$ cat src/rtl/lbml_pkg.sv
// Shared types and constants for the leaky-bucket message limiter.
package lbml_pkg;

  localparam int unsigned MS_PER_SECOND = 1000;
  localparam logic [31:0] MS_MAX = 32'hFFFF_FFFF;

  // Register indexes of the configuration port.
  localparam logic [1:0] REG_RATE  = 2'd0;
  localparam logic [1:0] REG_BURST = 2'd1;

  localparam logic [15:0] RATE_RESET  = 16'd1;
  localparam logic [15:0] BURST_RESET = 16'd5;

  // Drain values are kept saturated at this value; any level is below it.
  localparam logic [16:0] DRAIN_SAT = 17'h1_0000;

  // Reciprocal of 1000 scaled by 2**26, exact for all 16-bit rates.
  localparam logic [16:0] RECIP_1000 = 17'd67109;
  localparam int unsigned RECIP_SHIFT = 26;

  // A product ms * rate at or above 65536 * 1000 gives a saturated drain.
  localparam logic [47:0] DRAIN_LIMIT = 48'd65536000;
  // Reciprocal of 1000 scaled by 2**36, exact for products below DRAIN_LIMIT.
  localparam logic [26:0] RECIP_DRAIN = 27'd68719477;
  localparam int unsigned RECIP_DRAIN_SHIFT = 36;

  // Input action codes.
  localparam logic ACT_TICK    = 1'b0;
  localparam logic ACT_REQUEST = 1'b1;

  typedef struct packed {
    logic        action;
    logic [15:0] cost;
  } in_t;

  typedef struct packed {
    logic        limited;
    logic [15:0] level_after;
  } out_t;

  // Status and results of the drain rescale unit.
  typedef struct packed {
    logic        busy;
    logic        load;
    logic [16:0] quo;
    logic [9:0]  rem;
    logic [6:0]  rate_q;
    logic [9:0]  rate_r;
  } rescale_t;

endpackage

$ cat src/rtl/lbml_core.sv
// Bucket state, per-item update and the result register.
module lbml_core
  import lbml_pkg::*;
(
  input  logic        clk,
  input  logic        rst,
  input  logic        accept,
  input  in_t         item,
  input  logic [15:0] burst,
  input  rescale_t    rs,
  input  logic        out_taken,
  output logic [31:0] elapsed_ms,
  output logic        out_valid,
  output out_t        out_data
);

  logic [16:0] drain;
  logic [9:0]  drain_rem;
  logic [15:0] level;

  logic [10:0] rem_sum;
  logic        carry;
  logic [17:0] drain_sum;
  logic [15:0] level_mid;
  logic [16:0] level_sum;
  logic        limited;

  // Tick: advance the running quotient and remainder by rate / 1000.
  assign rem_sum   = 11'(drain_rem) + 11'(rs.rate_r);
  assign carry     = (rem_sum >= 11'(MS_PER_SECOND));
  assign drain_sum = 18'(drain) + 18'(rs.rate_q) + 18'(carry);

  // Request: drain first, then try to admit.
  assign level_mid = (drain >= {1'b0, level}) ? 16'd0 : 16'(level - drain[15:0]);
  assign level_sum = 17'(level_mid) + 17'(item.cost);
  assign limited   = (level_sum > {1'b0, burst});

  always_ff @(posedge clk) begin
    if (rst) begin
      elapsed_ms <= '0;
      drain      <= '0;
      drain_rem  <= '0;
      level      <= '0;
      out_valid  <= 1'b0;
    end else begin
      if (accept && item.action == ACT_REQUEST) begin
        out_valid <= 1'b1;
      end else if (out_taken) begin
        out_valid <= 1'b0;
      end
      if (rs.load) begin
        drain     <= rs.quo;
        drain_rem <= rs.rem;
      end else if (accept && item.action == ACT_TICK) begin
        if (elapsed_ms != MS_MAX) begin
          elapsed_ms <= elapsed_ms + 32'd1;
          drain_rem  <= carry ? 10'(rem_sum - 11'(MS_PER_SECOND)) : rem_sum[9:0];
          drain      <= (drain_sum >= 18'(DRAIN_SAT)) ? DRAIN_SAT : drain_sum[16:0];
        end
      end else if (accept && item.action == ACT_REQUEST) begin
        if (drain != '0) begin
          elapsed_ms <= '0;
          drain      <= '0;
          drain_rem  <= '0;
        end
        level <= limited ? level_mid : level_sum[15:0];
      end
    end
  end

  always_ff @(posedge clk) begin
    if (accept && item.action == ACT_REQUEST) begin
      out_data.limited     <= limited;
      out_data.level_after <= limited ? level_mid : level_sum[15:0];
    end
  end

endmodule

$ cat config.mk
export PLATFORM = sky130hd
export DESIGN_NAME = lbml_core
export DESIGN_NICKNAME = d
export VERILOG_FILES = /design/src/rtl/lbml_pkg.sv /design/src/rtl/lbml_core.sv
export SDC_FILE = /design/constraint.sdc
export NUM_CORES = 1
export LEC_CHECK = 0
export BUFFER_PORTS_ARGS = -buffer_cell sky130_fd_sc_hd__buf_2
export CORE_UTILIZATION = 45
export CTS_CLUSTER_DIAMETER = 150
export CTS_CLUSTER_SIZE = 10
export DETAILED_ROUTE_END_ITERATION = 16
export GPL_TIMING_DRIVEN = 0
export PLACE_DENSITY = 0.63
export REMOVE_ABC_BUFFERS = 1
export SLEW_MARGIN = 20
export SYNTH_ARGS = -nofsm -noshare
export SYNTH_HDL_FRONTEND = slang
export SYNTH_SLANG_ARGS = --single-unit
$ cat constraint.sdc
create_clock -name clk -period 7.5 [get_ports clk]
set_input_delay 1.5 -clock clk [delete_from_list [all_inputs] [get_ports clk]]
set_output_delay 1.5 -clock clk [all_outputs]
set_load 0.02 [all_outputs]
# Word level (Yosys, flattened, before mapping)
# Index checks and enable logic that the tools add are counted.
# Widths: inputs -> output; s select.
# word_totals
out_inout_bits,50
in_bits,83
regBits,93
word_cells,55
# op_classes
reduce_logical,11
n_addsub,7
n_bitwise,3
eq_ne,3
mux,20
n_lt_le_gt_ge,4
# ops
operator,n
$mux 32,4
$mux 17,6
$mux 10,6
$add 32x1->32 const B,1
$mux 16,2
$ne 32x32->1 const B,1
$add 17x7->18,1
$add 18x1->18,1
$ge 18x17->1 const B,1
$add 16x16->17,1
$ge 17x16->1,1
$gt 17x16->1,1
$reduce_bool 17->1,1
$sub 16x16->16,1
$add 10x10->11,1
$ge 11x10->1 const B,1
$sub 10x10->10 const B,1
$reduce_and 3->1,2
$reduce_bool 2->1,3
$reduce_bool 3->1,2
$reduce_and 4->1,1
$ne 3x2->1 const B,1
$not 1->1,3
$logic_and 1x1->1,2
other kinds (2),3

# Depth between registers and ports, before layout
# logic_depth
depth_word,8
mapped_depth,28
depth_no_buf,25

# Worst setup path before layout
# OpenSTA, ideal clock, no wires.
# synth_timing
kind,register -> register
from,reg drain[11]
to,reg level[3]
n_path_buf,4
period_less_slack_ps,5879
setup_time_ps,122
setup_slack_ps,1621
stages_incl_launch_ff,27
t_required_ps,7378
arrival_ps,5757
cell_sequence,dfxtp_1 > inv_1 > ha_1 > clkbuf_1 > nand4_1 > or4_4 > nand4_4 > buf_8 > nor2_1 > ha_1 > fa_1 > a211oi_1 > o21ai_0 > a31oi_1 > o21ai_0 > a21oi_1 > xnor2_1 > ha_1 > nor4_1 > o21ai_0 > a2111oi_0 > or3_1 > o311a_1 > buf_2 > buf_2 > mux2_2 > o311a_1
# synth_via
elab_chain_cells,5
elab_cells_between_ends,6
cone_classes,2 x add/sub; 2 x order compare; 2 x mux
# synth_rtl
item,line_no,text
start: declaration,lbml_core.sv:17,logic [16:0] drain;
start signal: assignment,lbml_core.sv:52,drain <= rs.quo;
start signal: assignment,lbml_core.sv:58,drain <= (drain_sum >= 18'(DRAIN_SAT)) ? DRAIN_SAT : drain_sum[16:0];
$sub 16x16->16 / $ge 17x16->1 (equally long branches),lbml_core.sv:34,"assign level_mid = (drain >= {1'b0, level}) ? 16'd0 : 16'(level - drain[15:0]);"
$mux 16 *,lbml_core.sv:34,
$add 16x16->17,lbml_core.sv:35,assign level_sum = 17'(level_mid) + 17'(item.cost);
$gt 17x16->1,lbml_core.sv:36,"assign limited = (level_sum > {1'b0, burst});"
$mux 16 *,lbml_core.sv:66,level <= limited ? level_mid : level_sum[15:0];
end signal: assignment,lbml_core.sv:66,
end: declaration,lbml_core.sv:19,logic [15:0] level;
# Mark *: on every way between the ends. The rest lies on a longest branch, timed or not.
# A chain may end at the register's enable or synchronous reset.

# Worst setup path in the final report
# Same ends and word-level chain as after synthesis.

==> flow_results.org <==
** Run status
- Run status :: finished clean

** Cells and area
- Area Growth Syn to Fin :: 15.41%
- Summing all multi-input logic gate instances after layout gives 5049 um2.
- Of the cells placed in the final design, the portion with a size suffix greater than 1 is 0.1826.
- Fill cells in the final layout number ~1500.
- After the last flow step, the layout net total stands at between 1000 and 1500.
- Register area :: between 2000 and 2500 um2

** Clocking
- No sink is reached through more buffers than the 2 on the longest clock path.
- The clock reaches the later pin of the worst-skew pair after 360 ps.
- Clk sink count :: 93
- After clock tree synthesis, the repair step resized 0 gates.
- Root buffer cell :: sky130_fd_sc_hd__clkbuf_16
- Clock-pin slew on the worst setup and hold paths :: 70 ps
- Hold-fix buffer count after cts :: 0
- Post-CTS setup buffers :: 0
- TritonCTS built the clock tree.
- The clock tree synthesis step divided the H-tree into 3 levels.
- Number of CTS-inserted buffers :: 9

** Detailed routing
- In the routed design, unresolved DRC markers number 0.
- Across all layers, the routed design uses 6997 vias.
- Vias/cell :: approximately 5.6
- Final routed wire length divided by cell count :: around 16 um
- 1st-pass router iterations :: 7
- Post-route antenna net violation count :: 0
- Aggregate routed wire length :: 19.48 mm
- After the first detailed-routing iteration, the DRC count stood at approximately 370.

** Worst hold path
- Hold path startpoint :: out_valid
- Counting instances, the worst hold path has a depth of 2.
- Path class of the lowest-slack min-delay path :: reg -> reg
- Endpoint of the worst hold-timing path :: out_valid

** Critical path
- In this run the critical register-to-register path is launched from drain[11].
- Biggest cell delay along the critical path :: 650 ps
- STA classifies the critical path endpoint as a flip-flop.
- For the worst setup path, the data arrival time is 7200 ps.
- In this run the critical register-to-register path is captured at level[3].
- The number of cells on the worst reg-to-reg path is 24.
- Among all stages on the critical path, the largest delay is contributed by sky130_fd_sc_hd__o311a_1.
- In this run the worst path has a maximum fanout of 18.
- CP startpoint kind :: flip-flop
- At the worst endpoint, the required time is 7740 ps.
- Critical Path, Cell by Cell :: inv_1, ha_1, nand4_1, nor4_1, o21a_1, o21ai_1, nand4_4, nor2_1, ha_1, fa_1, a211oi_1, o21ai_0, a31oi_1, o21ai_0, a21oi_1, xnor2_1, ha_1, nor4_1, o21ai_0, a2111oi_0, or3_1, o311a_1, mux2_2, o311a_1
- The worst setup path is of the reg -> reg kind.
- For flop-to-flop paths, the worst setup slack is about 540 ps.

** Timing
- The smallest clock period supported by the final layout is computed as between 6000 and 7000 ps.
- Setup repair after global routing left no endpoint under its margin.
- In this run the tightest slew margin relative to its limit is 0.3502.
- Setup violations remaining at the end of the flow were counted as 0.
- Number of hold violations in the final report :: 0
- At the pin with the least slew margin, the transition time is between 900 and 1000 ps.
- Setup TNS Final :: 0 ps
- Final max-slew violation count :: 0
- Timing would allow up to 143.7 MHz.
- Dividing the final minimum period by the clock period gives 0.9280.
- Final worst clock skew :: slightly above 6 ps

** GRT
- GRT Total Usage :: 0.2300
- The first global-routing pass estimated roughly 32 mm of wire.
- Residual overflow from global routing :: 0
- Antenna violations before repair :: 1
- Vias in the first global route :: roughly 6600
- Entering global routing, the biggest net connects 66 pins.

** Synth
- Mean instance size in the synthesized netlist :: 8.308 um2
- Top flip-flop cell by instance count after synthesis :: sky130_fd_sc_hd__dfxtp_1
- In this run, distinct cell masters in the synthesized netlist total between 70 and 80.
- Counting every instance in the synthesized netlist gives around 900.
- Number of flops mapped to enable cells by yosys :: 17
- After synthesis, the share of flip-flops with an asynchronous set or reset is 0.
- Cell area after synthesis :: around 7500 um2
- For this run, the register share of the synthesized area comes to 0.2708.
- During synthesis, Yosys emitted a total of 0 warnings.
- The synthesized design contains 93 register bits.

** Floorplanning
- Num ports :: around 130
- For this configuration, the core starts out at a cell density of 0.4672.
- Measured along the x axis, the die boundary spans 131.1 um.
- Die Span Y :: approximately 130 um
- The core region is 16060 um2.
- Placement row count :: 46
- The die covers 17190 um2.

** Place
- HPWL after detailed placement :: ~15 mm
- During placement, the flow inserted port buffers numbering roughly 130.
- Routability cong. :: 0.8848

** Pwr
- Maximum VDD drop :: approximately 130 uV
- The design draws roughly 0.0023 W.
- Static Leakage :: about 3.8 nW
- Dividing total power by cell area gives a power density of between 200 and 300 nW/um2.

** Flow run
- Max-cap violations :: 0
## placed cells by master (no fill, tap or decap), types with 5 or more instances in the layout
| master | synthesis | routed |
|---|---|---|
| sky130_fd_sc_hd__a21oi_1 | 49 | 49 |
| sky130_fd_sc_hd__buf_2 | 6 | 133 |
| sky130_fd_sc_hd__a221oi_1 | 7 | 7 |
| sky130_fd_sc_hd__o21a_1 | 10 | 10 |
| sky130_fd_sc_hd__clkbuf_16 | 0 | 10 |
| sky130_fd_sc_hd__xor2_1 | 23 | 23 |
| sky130_fd_sc_hd__ha_1 | 81 | 81 |
| sky130_fd_sc_hd__o22ai_1 | 7 | 7 |
| sky130_fd_sc_hd__or3_1 | 9 | 9 |
| sky130_fd_sc_hd__a31oi_1 | 12 | 12 |
| sky130_fd_sc_hd__nor2_1 | 85 | 84 |
| sky130_fd_sc_hd__and3_1 | 16 | 16 |
| sky130_fd_sc_hd__nand3_1 | 34 | 34 |
| sky130_fd_sc_hd__xnor2_1 | 33 | 33 |
| sky130_fd_sc_hd__nor4_1 | 10 | 10 |
| sky130_fd_sc_hd__nand2_1 | 45 | 45 |
| sky130_fd_sc_hd__a21o_1 | 16 | 16 |
| sky130_fd_sc_hd__a222oi_1 | 8 | 8 |
| sky130_fd_sc_hd__o21bai_1 | 5 | 5 |
| sky130_fd_sc_hd__nand4_1 | 21 | 21 |
| sky130_fd_sc_hd__mux2_2 | 15 | 15 |
| sky130_fd_sc_hd__o311a_1 | 16 | 16 |
| sky130_fd_sc_hd__fa_1 | 5 | 5 |
| sky130_fd_sc_hd__and4_1 | 7 | 7 |
| sky130_fd_sc_hd__o21ai_0 | 49 | 49 |
| sky130_fd_sc_hd__edfxtp_1 | 17 | 17 |
| sky130_fd_sc_hd__dfxtp_1 | 76 | 76 |
| sky130_fd_sc_hd__inv_1 | 78 | 78 |
| sky130_fd_sc_hd__a22oi_1 | 10 | 10 |
| sky130_fd_sc_hd__nor3_1 | 21 | 21 |
| sky130_fd_sc_hd__a211oi_1 | 13 | 13 |
| sky130_fd_sc_hd__nand2b_1 | 7 | 7 |
| sky130_fd_sc_hd__nor2b_1 | 13 | 13 |
| sky130_fd_sc_hd__or4_1 | 5 | 5 |
## state kept, by name (all words and copies together) (netlist names)
register    cells
drain_rem      10
elapsed_ms     32
level          16
out_valid       1
drain          17
out_data       17
## cell usage after synthesis (15+ instances only)
master	number	area, um2
sky130_fd_sc_hd__nand3_1	34	170.2
sky130_fd_sc_hd__clkbuf_1	24	90.09
sky130_fd_sc_hd__a21o_1	16	120.1
sky130_fd_sc_hd__nand2_1	45	168.9
sky130_fd_sc_hd__inv_1	78	292.8
sky130_fd_sc_hd__xor2_1	23	201.4
sky130_fd_sc_hd__nor3_1	21	105.1
sky130_fd_sc_hd__nor2_1	85	319.1
sky130_fd_sc_hd__xnor2_1	33	289.0
sky130_fd_sc_hd__and3_1	16	100.1
sky130_fd_sc_hd__dfxtp_1	76	1521
sky130_fd_sc_hd__o21ai_0	49	245.2
sky130_fd_sc_hd__mux2_2	15	168.9
sky130_fd_sc_hd__ha_1	81	1013
sky130_fd_sc_hd__nand4_1	21	131.4
sky130_fd_sc_hd__edfxtp_1	17	510.5
sky130_fd_sc_hd__a21oi_1	49	245.2
sky130_fd_sc_hd__o311a_1	16	160.2
## layout make-up
class	instances	area share
Tap cell	216	0.03121
Antenna cell	1	0.0002890
Inverter	79	0.03425
Sequential cell	93	0.2347
Clock inverter	4	0.004046
Clock buffer	12	0.03208
Multi-Input combinational cell	700	0.5831
Timing Repair Buffer	136	0.08035
## where the power goes
part | switching (W) | internal, W | total (W) | leakage [nW]
sequential | 0.0000259 | 0.000599 | 0.000625 | 0.781
combinational | 0.000674 | 0.000489 | 0.00116 | 2.83
clock | 0.000216 | 0.000268 | 0.000484 | 0.157
total | 0.000916 | 0.00136 | 0.00227 | 3.76
## worst max-delay path: cells and delay by family, from the launching register on
kind                     cells  cell delay, ps
buffers and inverters        1             120
AND/OR/NAND/NOR              6            1480
AO/OA/AOI/OAI               11            2880
flip-flops                   1             440
XOR/XNOR                     1             130
multiplexers                 1             450
adder cells (fa/ha/maj)      4            1320
## how the worst max path moves through the flow
stage                    from        to  slack, ps
floorplan            drain[3]  level[3]       1730
finish              drain[11]  level[3]        540
global placement    drain[11]  level[3]        640
CTS                 drain[11]  level[3]        520
detailed placement  drain[11]  level[3]        520
global route        drain[11]  level[3]         60
## kinds of logic (layout without fill, tap and decap cells)
logic type	after synthesis	count (layout)	share of synthesized area
compound gates	241	241	0.2213
xor+xnor	56	56	0.06538
fa+ha+maj	86	86	0.1484
buf+inv	110	231	0.05754
flops	93	93	0.2708
mux	19	19	0.02785
other cells	0	1	0
simple gates	298	298	0.2086
## metal layers
metal	track usage	vias up	part of all wire
li1	-	3577	-
met1	0.3032	3226	0.48
met2	0.3765	170	0.46
met3	0.04321	24	0.048
met4	0.07516	0	0.020
met5	0	-	0
## stage by stage
stage	std cells	area, um2	hold WS (ps)	setup WS (ps)	utilization
after floorplan	872	7367	448.1	1726	-
after detailed placement	1224	8341	497.6	520.3	0.5194
final	1241	8658	494.2	539.7	0.5392
after global routing	1240	8656	545.7	55.08	0.5390
after CTS	1240	8653	513.6	522.2	0.5389
after global placement	1219	8293	486.1	640.4	0.5164
Power figures use the tool's default switching activity.
